## config.mk

```make
export PLATFORM = sky130hd
export DESIGN_NAME = radix_digit_formatter
export DESIGN_NICKNAME = d
export VERILOG_FILES = /design/src/hdl/rdf_pkg.sv /design/src/hdl/radix_digit_formatter.sv
export SDC_FILE = /design/constraint.sdc
export NUM_CORES = 1
export LEC_CHECK = 0
export ABC_AREA = 1
export BUFFER_PORTS_ARGS = -buffer_cell sky130_fd_sc_hd__buf_2
export CORE_ASPECT_RATIO = 0.9
export CORE_MARGIN = 2
export CORE_UTILIZATION = 49
export DETAILED_ROUTE_END_ITERATION = 10
export PLACE_DENSITY_LB_ADDON = 0.05
export SLEW_MARGIN = 20
export SYNTH_ARGS = -nofsm -noshare
export SYNTH_HDL_FRONTEND = slang
export SYNTH_SLANG_ARGS = --single-unit
```

## constraint.sdc

```tcl
create_clock -name i_clk -period 9.7 [get_ports i_clk]
set_input_delay 1.455 -clock i_clk [delete_from_list [all_inputs] [get_ports i_clk]]
set_output_delay 1.455 -clock i_clk [all_outputs]
set_load 0.01 [all_outputs]
```

## src/hdl/rdf_pkg.sv

```systemverilog
// Shared constants for the radix digit formatter.
`default_nettype none
package rdf_pkg;

    localparam int DEF_MAX_RADIX  = 16;
    localparam int DEF_VALUE_BITS = 32;

    localparam int ALPHA_N   = 16;  // alphabet slots across both registers
    localparam int CHAR_W    = 8;
    localparam int DIGIT_W   = 4;   // one digit index, 0..15
    localparam int RADIX_W   = 5;
    localparam int CFG_IDX_W = 2;
    localparam int CFG_W     = 64;

    localparam logic [CHAR_W-1:0] MINUS_CHAR = 8'd45;
    localparam logic [CHAR_W-1:0] PLUS_CHAR  = 8'd43;

    // configuration register indexes
    localparam logic [CFG_IDX_W-1:0] REG_RADIX      = 2'd0;
    localparam logic [CFG_IDX_W-1:0] REG_ALPHA_LOW  = 2'd1;
    localparam logic [CFG_IDX_W-1:0] REG_ALPHA_HIGH = 2'd2;

    typedef logic [CHAR_W-1:0]  t_char;
    typedef logic [DIGIT_W-1:0] t_digit;

endpackage
`default_nettype wire

```

## src/hdl/radix_digit_formatter.sv

```systemverilog
// Signed integer to text in a configurable radix, digit-serial divider.
// Per item: an accept step, a check of all 16 alphabet slots, a sign step, then
// the bit-serial divider for each digit (one quotient bit a cycle), then a read
// and an emit step per digit out of the digit stack, the emit waiting for output room.
// One item at a time: a new value is accepted only while idle.
// Synchronous active-low reset clears the configuration registers, the sequencer and the output beat.
`default_nettype none
module radix_digit_formatter #(
    parameter int MAX_RADIX  = rdf_pkg::DEF_MAX_RADIX,
    parameter int VALUE_BITS = rdf_pkg::DEF_VALUE_BITS
) (
    input  wire                            i_clk,
    input  wire                            i_rst_n,
    // configuration write channel
    input  wire                            i_cfg_valid,
    output logic                           o_cfg_ready,
    input  wire  [rdf_pkg::CFG_IDX_W-1:0]  i_cfg_index,
    input  wire  [rdf_pkg::CFG_W-1:0]      i_cfg_data,
    // input channel
    input  wire                            i_in_valid,
    output logic                           o_in_ready,
    input  wire  signed [31:0]             i_value,
    // result channel
    output logic                           o_out_valid,
    input  wire                            i_out_ready,
    output logic [rdf_pkg::CHAR_W-1:0]     o_out_char,
    output logic                           o_char_valid,
    output logic                           o_base_error,
    output logic                           o_last
);

    localparam int IDX_W = $clog2(VALUE_BITS);      // digit stack index, bit counter
    localparam int CNT_W = $clog2(VALUE_BITS + 1);  // digit count, 0..VALUE_BITS
    localparam int DW    = rdf_pkg::DIGIT_W;
    localparam int RW    = rdf_pkg::RADIX_W;

    // sequencer codes
    localparam logic [2:0] S_IDLE  = 3'd0;
    localparam logic [2:0] S_CHECK = 3'd1;
    localparam logic [2:0] S_SIGN  = 3'd2;
    localparam logic [2:0] S_ERR   = 3'd3;
    localparam logic [2:0] S_DIV   = 3'd4;
    localparam logic [2:0] S_READ  = 3'd5;
    localparam logic [2:0] S_EMIT  = 3'd6;

    // configuration registers
    logic [RW-1:0]                  r_radix;
    logic [rdf_pkg::CFG_W-1:0]      r_alpha_lo;
    logic [rdf_pkg::CFG_W-1:0]      r_alpha_hi;

    // sequencer and datapath
    logic [2:0]                     r_state;
    logic                           r_neg;
    logic                           r_err;
    logic [DW-1:0]                  r_chk_idx;
    logic [VALUE_BITS-1:0]          r_mag;
    logic [DW-1:0]                  r_rem;
    logic [IDX_W-1:0]               r_bit;
    logic [CNT_W-1:0]               r_count;
    rdf_pkg::t_digit                r_rd_digit;
    rdf_pkg::t_digit                r_store [VALUE_BITS];

    // output beat register
    logic                           r_out_valid;
    rdf_pkg::t_char                 r_out_char;
    logic                           r_char_valid;
    logic                           r_base_error;
    logic                           r_last;

    // combinational helpers
    logic [2*rdf_pkg::CFG_W-1:0]    w_alpha_all;
    rdf_pkg::t_char                 w_alpha [rdf_pkg::ALPHA_N];
    rdf_pkg::t_char                 w_cur;
    logic                           w_bad;
    logic                           w_slot;
    logic                           w_load;
    logic                           w_accept;
    logic [VALUE_BITS-1:0]          w_raw;
    logic [DW:0]                    n_trial;
    logic                           n_qbit;
    logic [DW-1:0]                  n_rem;
    logic [VALUE_BITS-1:0]          n_mag;
    logic [CNT_W-1:0]               n_rd_cnt;

    assign o_cfg_ready  = 1'b1;
    assign o_in_ready   = (r_state == S_IDLE);
    assign o_out_valid  = r_out_valid;
    assign o_out_char   = r_out_char;
    assign o_char_valid = r_char_valid;
    assign o_base_error = r_base_error;
    assign o_last       = r_last;

    assign w_accept = i_in_valid && o_in_ready;
    // room for a new beat: register empty or being drained this cycle
    assign w_slot   = !r_out_valid || i_out_ready;
    // a new beat enters the output register this cycle
    assign w_load   = w_slot && ((r_state == S_SIGN && r_neg) || r_state == S_ERR ||
                                 r_state == S_EMIT);
    assign w_raw    = i_value[VALUE_BITS-1:0];

    // alphabet bytes, digit 0 in the low byte of the low register
    assign w_alpha_all = {r_alpha_hi, r_alpha_lo};
    always_comb begin
        for (int i = 0; i < rdf_pkg::ALPHA_N; i++) begin
            w_alpha[i] = w_alpha_all[8*i +: 8];
        end
    end

    // one alphabet slot per cycle against sign characters and all later slots below the radix
    always_comb begin
        w_cur = w_alpha[r_chk_idx];
        w_bad = 1'b0;
        if ({1'b0, r_chk_idx} < r_radix) begin
            if (w_cur == rdf_pkg::MINUS_CHAR || w_cur == rdf_pkg::PLUS_CHAR) begin
                w_bad = 1'b1;
            end
            for (int b = 0; b < rdf_pkg::ALPHA_N; b++) begin
                if (RW'(b) > {1'b0, r_chk_idx} && RW'(b) < r_radix && w_alpha[b] == w_cur) begin
                    w_bad = 1'b1;
                end
            end
        end
    end

    // restoring division step: shift in the next magnitude bit, subtract radix if it fits
    always_comb begin
        n_trial  = {r_rem, r_mag[VALUE_BITS-1]};
        n_qbit   = (n_trial >= r_radix);
        n_rem    = n_qbit ? DW'(n_trial - r_radix) : n_trial[DW-1:0];
        n_mag    = {r_mag[VALUE_BITS-2:0], n_qbit};
        n_rd_cnt = r_count - CNT_W'(1);
    end

    // digit stack, pushed least significant first and popped in reverse
    always_ff @(posedge i_clk) begin
        if (r_state == S_DIV && r_bit == IDX_W'(VALUE_BITS - 1)) begin
            r_store[r_count[IDX_W-1:0]] <= n_rem;
        end
        if (r_state == S_READ) begin
            r_rd_digit <= r_store[n_rd_cnt[IDX_W-1:0]];
        end
    end

    always_ff @(posedge i_clk) begin
        if (!i_rst_n) begin
            r_radix     <= '0;
            r_alpha_lo  <= '0;
            r_alpha_hi  <= '0;
            r_state     <= S_IDLE;
            r_out_valid <= 1'b0;
            r_count     <= '0;
            r_mag       <= '0;
        end else begin
            // register writes; an index beyond the list is dropped
            if (i_cfg_valid) begin
                unique case (i_cfg_index)
                    rdf_pkg::REG_RADIX:      r_radix    <= i_cfg_data[RW-1:0];
                    rdf_pkg::REG_ALPHA_LOW:  r_alpha_lo <= i_cfg_data;
                    rdf_pkg::REG_ALPHA_HIGH: r_alpha_hi <= i_cfg_data;
                    default: ;
                endcase
            end

            // drain the output beat unless a new one is loaded below
            if (r_out_valid && i_out_ready && !w_load) begin
                r_out_valid <= 1'b0;
            end

            unique case (r_state)
                S_IDLE: begin
                    if (w_accept) begin
                        // take the magnitude; the most negative value fits unsigned
                        r_neg     <= w_raw[VALUE_BITS-1];
                        r_mag     <= w_raw[VALUE_BITS-1] ? (~w_raw + VALUE_BITS'(1)) : w_raw;
                        r_err     <= (r_radix < RW'(2)) || (r_radix > RW'(MAX_RADIX));
                        r_chk_idx <= '0;
                        r_rem     <= '0;
                        r_bit     <= '0;
                        r_count   <= '0;
                        r_state   <= S_CHECK;
                    end
                end
                S_CHECK: begin
                    r_err     <= r_err | w_bad;
                    r_chk_idx <= r_chk_idx + DW'(1);
                    if (r_chk_idx == DW'(rdf_pkg::ALPHA_N - 1)) begin
                        r_state <= S_SIGN;
                    end
                end
                S_SIGN: begin
                    // the minus goes out even with a bad alphabet
                    if (!r_neg || w_slot) begin
                        if (r_neg) begin
                            r_out_valid  <= 1'b1;
                            r_out_char   <= rdf_pkg::MINUS_CHAR;
                            r_char_valid <= 1'b1;
                            r_base_error <= 1'b0;
                            r_last       <= 1'b0;
                        end
                        r_state <= r_err ? S_ERR : S_DIV;
                    end
                end
                S_ERR: begin
                    if (w_slot) begin
                        r_out_valid  <= 1'b1;
                        r_out_char   <= '0;
                        r_char_valid <= 1'b0;
                        r_base_error <= 1'b1;
                        r_last       <= 1'b1;
                        r_state      <= S_IDLE;
                    end
                end
                S_DIV: begin
                    r_mag <= n_mag;
                    if (r_bit == IDX_W'(VALUE_BITS - 1)) begin
                        // digit complete: push it, stop once the quotient is zero
                        r_count <= r_count + CNT_W'(1);
                        r_rem   <= '0;
                        r_bit   <= '0;
                        if (n_mag == '0) begin
                            r_state <= S_READ;
                        end
                    end else begin
                        r_rem <= n_rem;
                        r_bit <= r_bit + IDX_W'(1);
                    end
                end
                S_READ: begin
                    r_count <= n_rd_cnt;
                    r_state <= S_EMIT;
                end
                S_EMIT: begin
                    if (w_slot) begin
                        r_out_valid  <= 1'b1;
                        r_out_char   <= w_alpha[r_rd_digit];
                        r_char_valid <= 1'b1;
                        r_base_error <= 1'b0;
                        r_last       <= (r_count == '0);
                        r_state      <= (r_count == '0) ? S_IDLE : S_READ;
                    end
                end
                default: r_state <= S_IDLE;
            endcase
        end
    end

endmodule
`default_nettype wire

```

==> reports/results.ini, run 1 <==
[run_status]
status = complete, no violations

[synthesis]
async_flop_share_pct = 0
synthCells = 2517
synth-edff-count = 158
synth_cell_types = 55
syn_area_mm2 = 0.0186
avgSynthCellArea_um2 = 7.40
ys_ff_latch = 333
synth_nets = 2639
synth.yosys.seq_area_share_pct = 44.3
ys_warn_count = 0
ys.flop_type = dfxtp_1

[drt]
finalWirelength_um = 62500
wire_per_inst_um = 20.4
vias_per_cell = 5.84
post-route-drc-count = 0
initialDrtViolationCount = 2176
dr.pass1.iters = 8
vias = 17900
antenna_left = 0

[place]
place_congestion = 0.956
place_area_mm2 = 0.0193
dp.cells = 2991
hpwl_um = 44100
port_buffers = 115

[grt]
use_met1_pct = 46.6
antenna_found_initial = 5
grt.busiest_layer = met1
grt_pass1_vias = 16200
met2_usage_pct = 46.0
globalRouteTotalUtil_pct = 31.1
grt-ovfl-total = 0
grt_max_degree = 92
use_met3_pct = 6.27
grt_pass1_wl_um = 95300

[power_and_ir_drop]
p_leak_nw = 8.27
p_per_area_mw_per_mm2 = 275
ir_drop_mv = 0.156

[timing]
rsz0062_at_grt = no
layout_worst_path_cycle_share_pct = 38.9
fin_setup_tns_ns = 0
final-setup-viol-count = 0
tightest_slew_ns = 1.08
fmax_ghz = 0.265
slew_headroom_pct = 28.2
finalHoldViolCount = 0
fin_crit_ns = 3.77
finalClockSkew_ns = 0.0130
slew_violations = 0

[worst_setup_path]
slowest_stage = edfxtp_1
path_max_fanout = 16
end_kind = flop
start_kind = flop
r2r-end = r_err$_DFFE_PP_
worstRegToRegCells = 18
critPathRequiredTime_ns = 10.12
critPathMaxStageDelay_ns = 0.67
crit_chain = inv_2 -> nor2_4 -> nand3_1 -> nand2_1 -> nor2_1 -> nand2_2 -> nand2_2 -> inv_1 -> nor2_1 -> nor2_1 -> nand3_1 -> nor2_1 -> nor2_1 -> nand2_1 -> nor2_1 -> nand2_1 -> nand2_1 -> a21oi_1
critPathTopFamily = simple AND/OR/NAND/NOR gates
worst-path-buf-inv = 2
path_class = reg2reg
path_common_cell = nor2_1
r2r_start = r_chk_idx[2]$_SDFFCE_PN0P_
critPathArrivalTime_ns = 4.19
r2r_setup_slack_ns = 5.93

[floorplan]
fp.dieW_um = 210
io_pins = 117
start_util_pct = 49.8
core_area_mm2 = 0.0374
die_h_um = 189
die_area_mm2 = 0.0396
rows = 67

[layout]
layout-drive-gt1-share_pct = 9.16
finalNetCount = 2670
area_delta_synth_final_pct = 10.8
final_cells = 3063
final_common_cell = nand2_1
final_cell_mix = 518 x nand2_1, 311 x nor2_1, 293 x o21ai_0, 226 x inv_1, 219 x a21oi_1
final_cell_area_mm2 = 0.0206

[cts]
cts_made_buffers = 38
clock_path_buffers = 3
cts_tree = yes
clock_latency_ns = 0.56
cts.sinks = 333
clockRootBuffer = clkbuf_16
cts_setup_buffers = 0
clk_pin_slew_ns = 0.06
h-tree-depth = 2
holdBufCountCts = 0
postCtsResizedCells = 0

[worst_hold_path]
hold-path-endpoint = r_alpha_lo[5]$_SDFFE_PN0P_
hp-class = reg2reg
worstHoldStart = r_alpha_lo[5]$_SDFFE_PN0P_
hold_depth = 2

[job]
drv_cap = 0

power breakdown:
group	internal (mW)	total, mW	switching (mW)	leakage (nW)
Combinational	0.623	2.29	1.67	4.73
Sequential	1.70	1.80	0.0991	2.86
Clock	0.966	1.58	0.613	0.680
registers in the layout, summed over array words and instances (netlist names), 3 cells and up:
register and count:
r_store 128, r_alpha_hi 64, r_alpha_lo 64, r_mag 32, o_out_char 8, r_count 6
r_bit 5, r_radix 5, r_chk_idx 4, r_rd_digit 4, r_rem 4, r_state 3
how the worst max path moves through the flow:
stage                     slack (ns)                        to  depth (start not counted)                        from
after floorplan                 6.27   r_store[0][2]$_DFFE_PP_                         11     r_radix[2]$_SDFFE_PN0P_
after global placement          5.89   o_out_char[6]$_DFFE_PP_                          4                     i_rst_n
after detailed placement        5.83    r_mag[26]$_SDFFE_PN0P_                         14                  i_value[1]
after CTS                       6.07           r_err$_DFFE_PP_                         18  r_chk_idx[2]$_SDFFCE_PN0P_
after global routing            5.58  r_store[14][0]$_DFFE_PP_                         12     r_radix[2]$_SDFFE_PN0P_
final                           5.93           r_err$_DFFE_PP_                         18  r_chk_idx[2]$_SDFFCE_PN0P_
cell usage after synthesis, types with 13 or more instances:
library cell | n | share of area, %
o32ai_1 | 19 | 0.89
nand2_1 | 518 | 10
nor3_1 | 25 | 0.67
o211ai_1 | 16 | 0.64
nor2_1 | 312 | 6.3
o21ai_0 | 294 | 7.9
dfxtp_1 | 175 | 19
edfxtp_1 | 158 | 25
xor2_1 | 43 | 2.0
buf_1 | 16 | 0.32
buf_6 | 14 | 0.85
a21oi_1 | 219 | 5.9
nand3_1 | 187 | 5.0
ha_1 | 18 | 1.2
mux2i_1 | 13 | 0.70
o221ai_1 | 16 | 0.75
a31oi_1 | 26 | 0.87
inv_1 | 230 | 4.6
clkbuf_1 | 92 | 1.9
cells by family after synthesis:
group	after synthesis	share of synthesized area (%)
DFF	333	44.3
AOI/OAI and AO/OA	630	18.5
adders and majority gates	19	1.32
buffers and inverters	382	8.54
xor gates and xnor gates	47	2.21
other	1	0.0201
and+or+nand+nor	1092	24.5
muxes	13	0.699
area by class of cell:
cell class | instances | area, µm²
diodes | 3 | 7.51
clock buffers | 50 | 1110
clock inverters | 19 | 248
fillers | 3629 | 16800
inverters | 242 | 911
multi-input cells | 1802 | 8810
flip-flops and latches | 333 | 8250
well taps | 483 | 604
repair buffers | 131 | 698
through the flow:
stage	power, mW	util, %	hold slack (ns)	setup WS, ns
CTS	5.62	55.2	0.467	6.07
global placement	4.03	51.5	0.452	5.89
detailed placement	4.05	51.5	0.458	5.83
floorplan	3.38	-	0.441	6.27
global route	5.95	55.2	0.485	5.58
finish	5.67	55.2	0.467	5.93
worst min-delay path, delay by kind of cell, from the launching register on:
kind,cells,cell delay [ns]
AO/OA/AOI/OAI,1,0.05
flip-flops,1,0.31
buffers and inverters,1,0.06
per-layer routing:
layer / vias up / routed length [µm]
met5: - / 65
met4: 6 / 1170
met3: 88 / 6530
met2: 849 / 26600
met1: 8401 / 28100
li1: 8535 / -
Power figures use the tool's default switching activity.
==> run 2, diff against run 1 <==
==> constraint.sdc (replaced) <==
create_clock -name i_clk -period 3.27 [get_ports i_clk]
set_input_delay 0.4905 -clock i_clk [delete_from_list [all_inputs] [get_ports i_clk]]
set_output_delay 0.4905 -clock i_clk [all_outputs]
set_load 0.01 [all_outputs]
==> reports/results.ini, run 2 (synthesized netlist as in run 1, its figures left out) <==
[cts]
clk_pin_slew_ns = 0.06
clock_latency_ns = 0.58
clock_path_buffers = 3
h-tree-depth = 2
holdBufCountCts = 0
cts_made_buffers = 37
clockRootBuffer = clkbuf_16
cts_tree = yes
cts.sinks = 333

[place]
port_buffers = 115
hpwl_um = 49600
place_area_mm2 = 0.0198
place_congestion = 1.07

[timing]
final-setup-viol-count = 0
fin_crit_ns = 3.07
layout_worst_path_cycle_share_pct = 93.9
slew_violations = 0
slew_headroom_pct = 41.3
fin_setup_tns_ns = 0
fmax_ghz = 0.326
finalHoldViolCount = 0
tightest_slew_ns = 0.877
finalClockSkew_ns = 0.0338

[drt]
initialDrtViolationCount = 2146
vias = 18300
vias_per_cell = 5.86
dr.pass1.iters = 8
wire_per_inst_um = 21.5
finalWirelength_um = 67200
antenna_left = 0
post-route-drc-count = 0

[layout]
area_delta_synth_final_pct = 13.5
n_fill_cell = 3570
finalNetCount = 2730
final_cell_mix = 515 x nand2_1, 310 x nor2_1, 293 x o21ai_0, 228 x inv_1, 219 x a21oi_1
regArea_mm2 = 0.00825
utilization_pct = 56.5
multiInputGateArea_mm2 = 0.00881
layout-drive-gt1-share_pct = 11.1
final_cell_area_mm2 = 0.0211
largest_reg_flops = 128
final_common_cell = nand2_1

[grt]
grt_pass1_vias = 17100
globalRouteTotalUtil_pct = 33.7
antenna_found_initial = 3
grt_pass1_wl_um = 102000
grt-ovfl-total = 0
grt_max_degree = 155

[power_and_ir_drop]
ir_drop_mv = 0.574
power_mw = 17.2
p_per_area_mw_per_mm2 = 814
p_leak_nw = 8.55

[worst_setup_path]
critPathArrivalTime_ns = 3.38
end_kind = flop
path_max_fanout = 12
path_class = reg2reg
start_kind = flop
critPathRequiredTime_ns = 3.58

[job]
drv_cap = 0

[floorplan]
rows = 67
io_pins = 117
start_util_pct = 49.8
core_area_mm2 = 0.0374
die_h_um = 189
die_area_mm2 = 0.0396
fp.dieW_um = 210

[worst_hold_path]
hp-class = in2reg

[run_status]
status = complete, no violations

[run 2: per-layer routing]
metal	GRT usage [%]	wire [µm]
met3	8.94	7570
met5	0	32
met2	48.4	27900
met4	11.4	2160
met1	49.0	29600
[run 2: area by class of cell]
cell class / count / area share, %
Clock inverter: 19 / 1.08
Tap cell: 483 / 2.86
Antenna cell: 1 / 0.0118
Inverter: 242 / 4.33
Timing Repair Buffer: 192 / 6.24
Multi-Input combinational cell: 1802 / 41.7
Sequential cell: 333 / 39.0
Clock buffer: 48 / 4.77
[run 2: what timing repair did]
| item | CTS | global route |
|---|---|---|
| gates resized for setup | 0 | 7 |
| endpoints found under the setup margin | 0 | 1 |
| buffers inserted | 0 | 5 |
[run 2: critical path, cell delays in order (launching register included)]
cell	delay (ns)
edfxtp_1	0.52
inv_4	0.13
nor2_4	0.15
buf_12	0.14
buf_4	0.12
nand3_1	0.06
nand2_1	0.07
nand2_1	0.11
nand2_1	0.15
inv_1	0.06
nand2_2	0.18
buf_4	0.20
nand2_1	0.06
nand2_1	0.05
nor2_1	0.04
nand3_1	0.07
nor2_1	0.06
nor2_1	0.18
nand2_1	0.08
nor2_1	0.11
nand2_1	0.12
nand2_1	0.08
a21oi_1	0.06
[run 2: worst paths after layout]
path                               from                           to  slack, ns  depth (start not counted)
max          r_chk_idx[2]$_SDFFCE_PN0P_              r_err$_DFFE_PP_       0.20                         22
min                      i_cfg_data[62]  r_alpha_hi[62]$_SDFFE_PN0P_       0.17                          3
max reg2reg  r_chk_idx[2]$_SDFFCE_PN0P_              r_err$_DFFE_PP_       0.20                         22
min reg2reg  r_alpha_lo[3]$_SDFFE_PN0P_   r_alpha_lo[3]$_SDFFE_PN0P_       0.47                          2
[run 2: report_power, final]
group | switching [mW] | leakage [nW] | total (mW) | internal, mW
Combinational | 5.25 | 5.10 | 7.65 | 2.40
Sequential | 0.292 | 2.86 | 5.31 | 5.02
Clock | 1.81 | 0.590 | 4.25 | 2.45
[run 2: stage by stage]
step	instances	hold slack [ns]	setup WS [ns]
global placement	3047	0.457	-0.000287
CTS	3114	0.152	0.0136
detailed placement	3047	0.461	0.0295
floorplan	2517	0.441	0.414
global route	3119	0.191	-0.00408
finish	3120	0.173	0.201
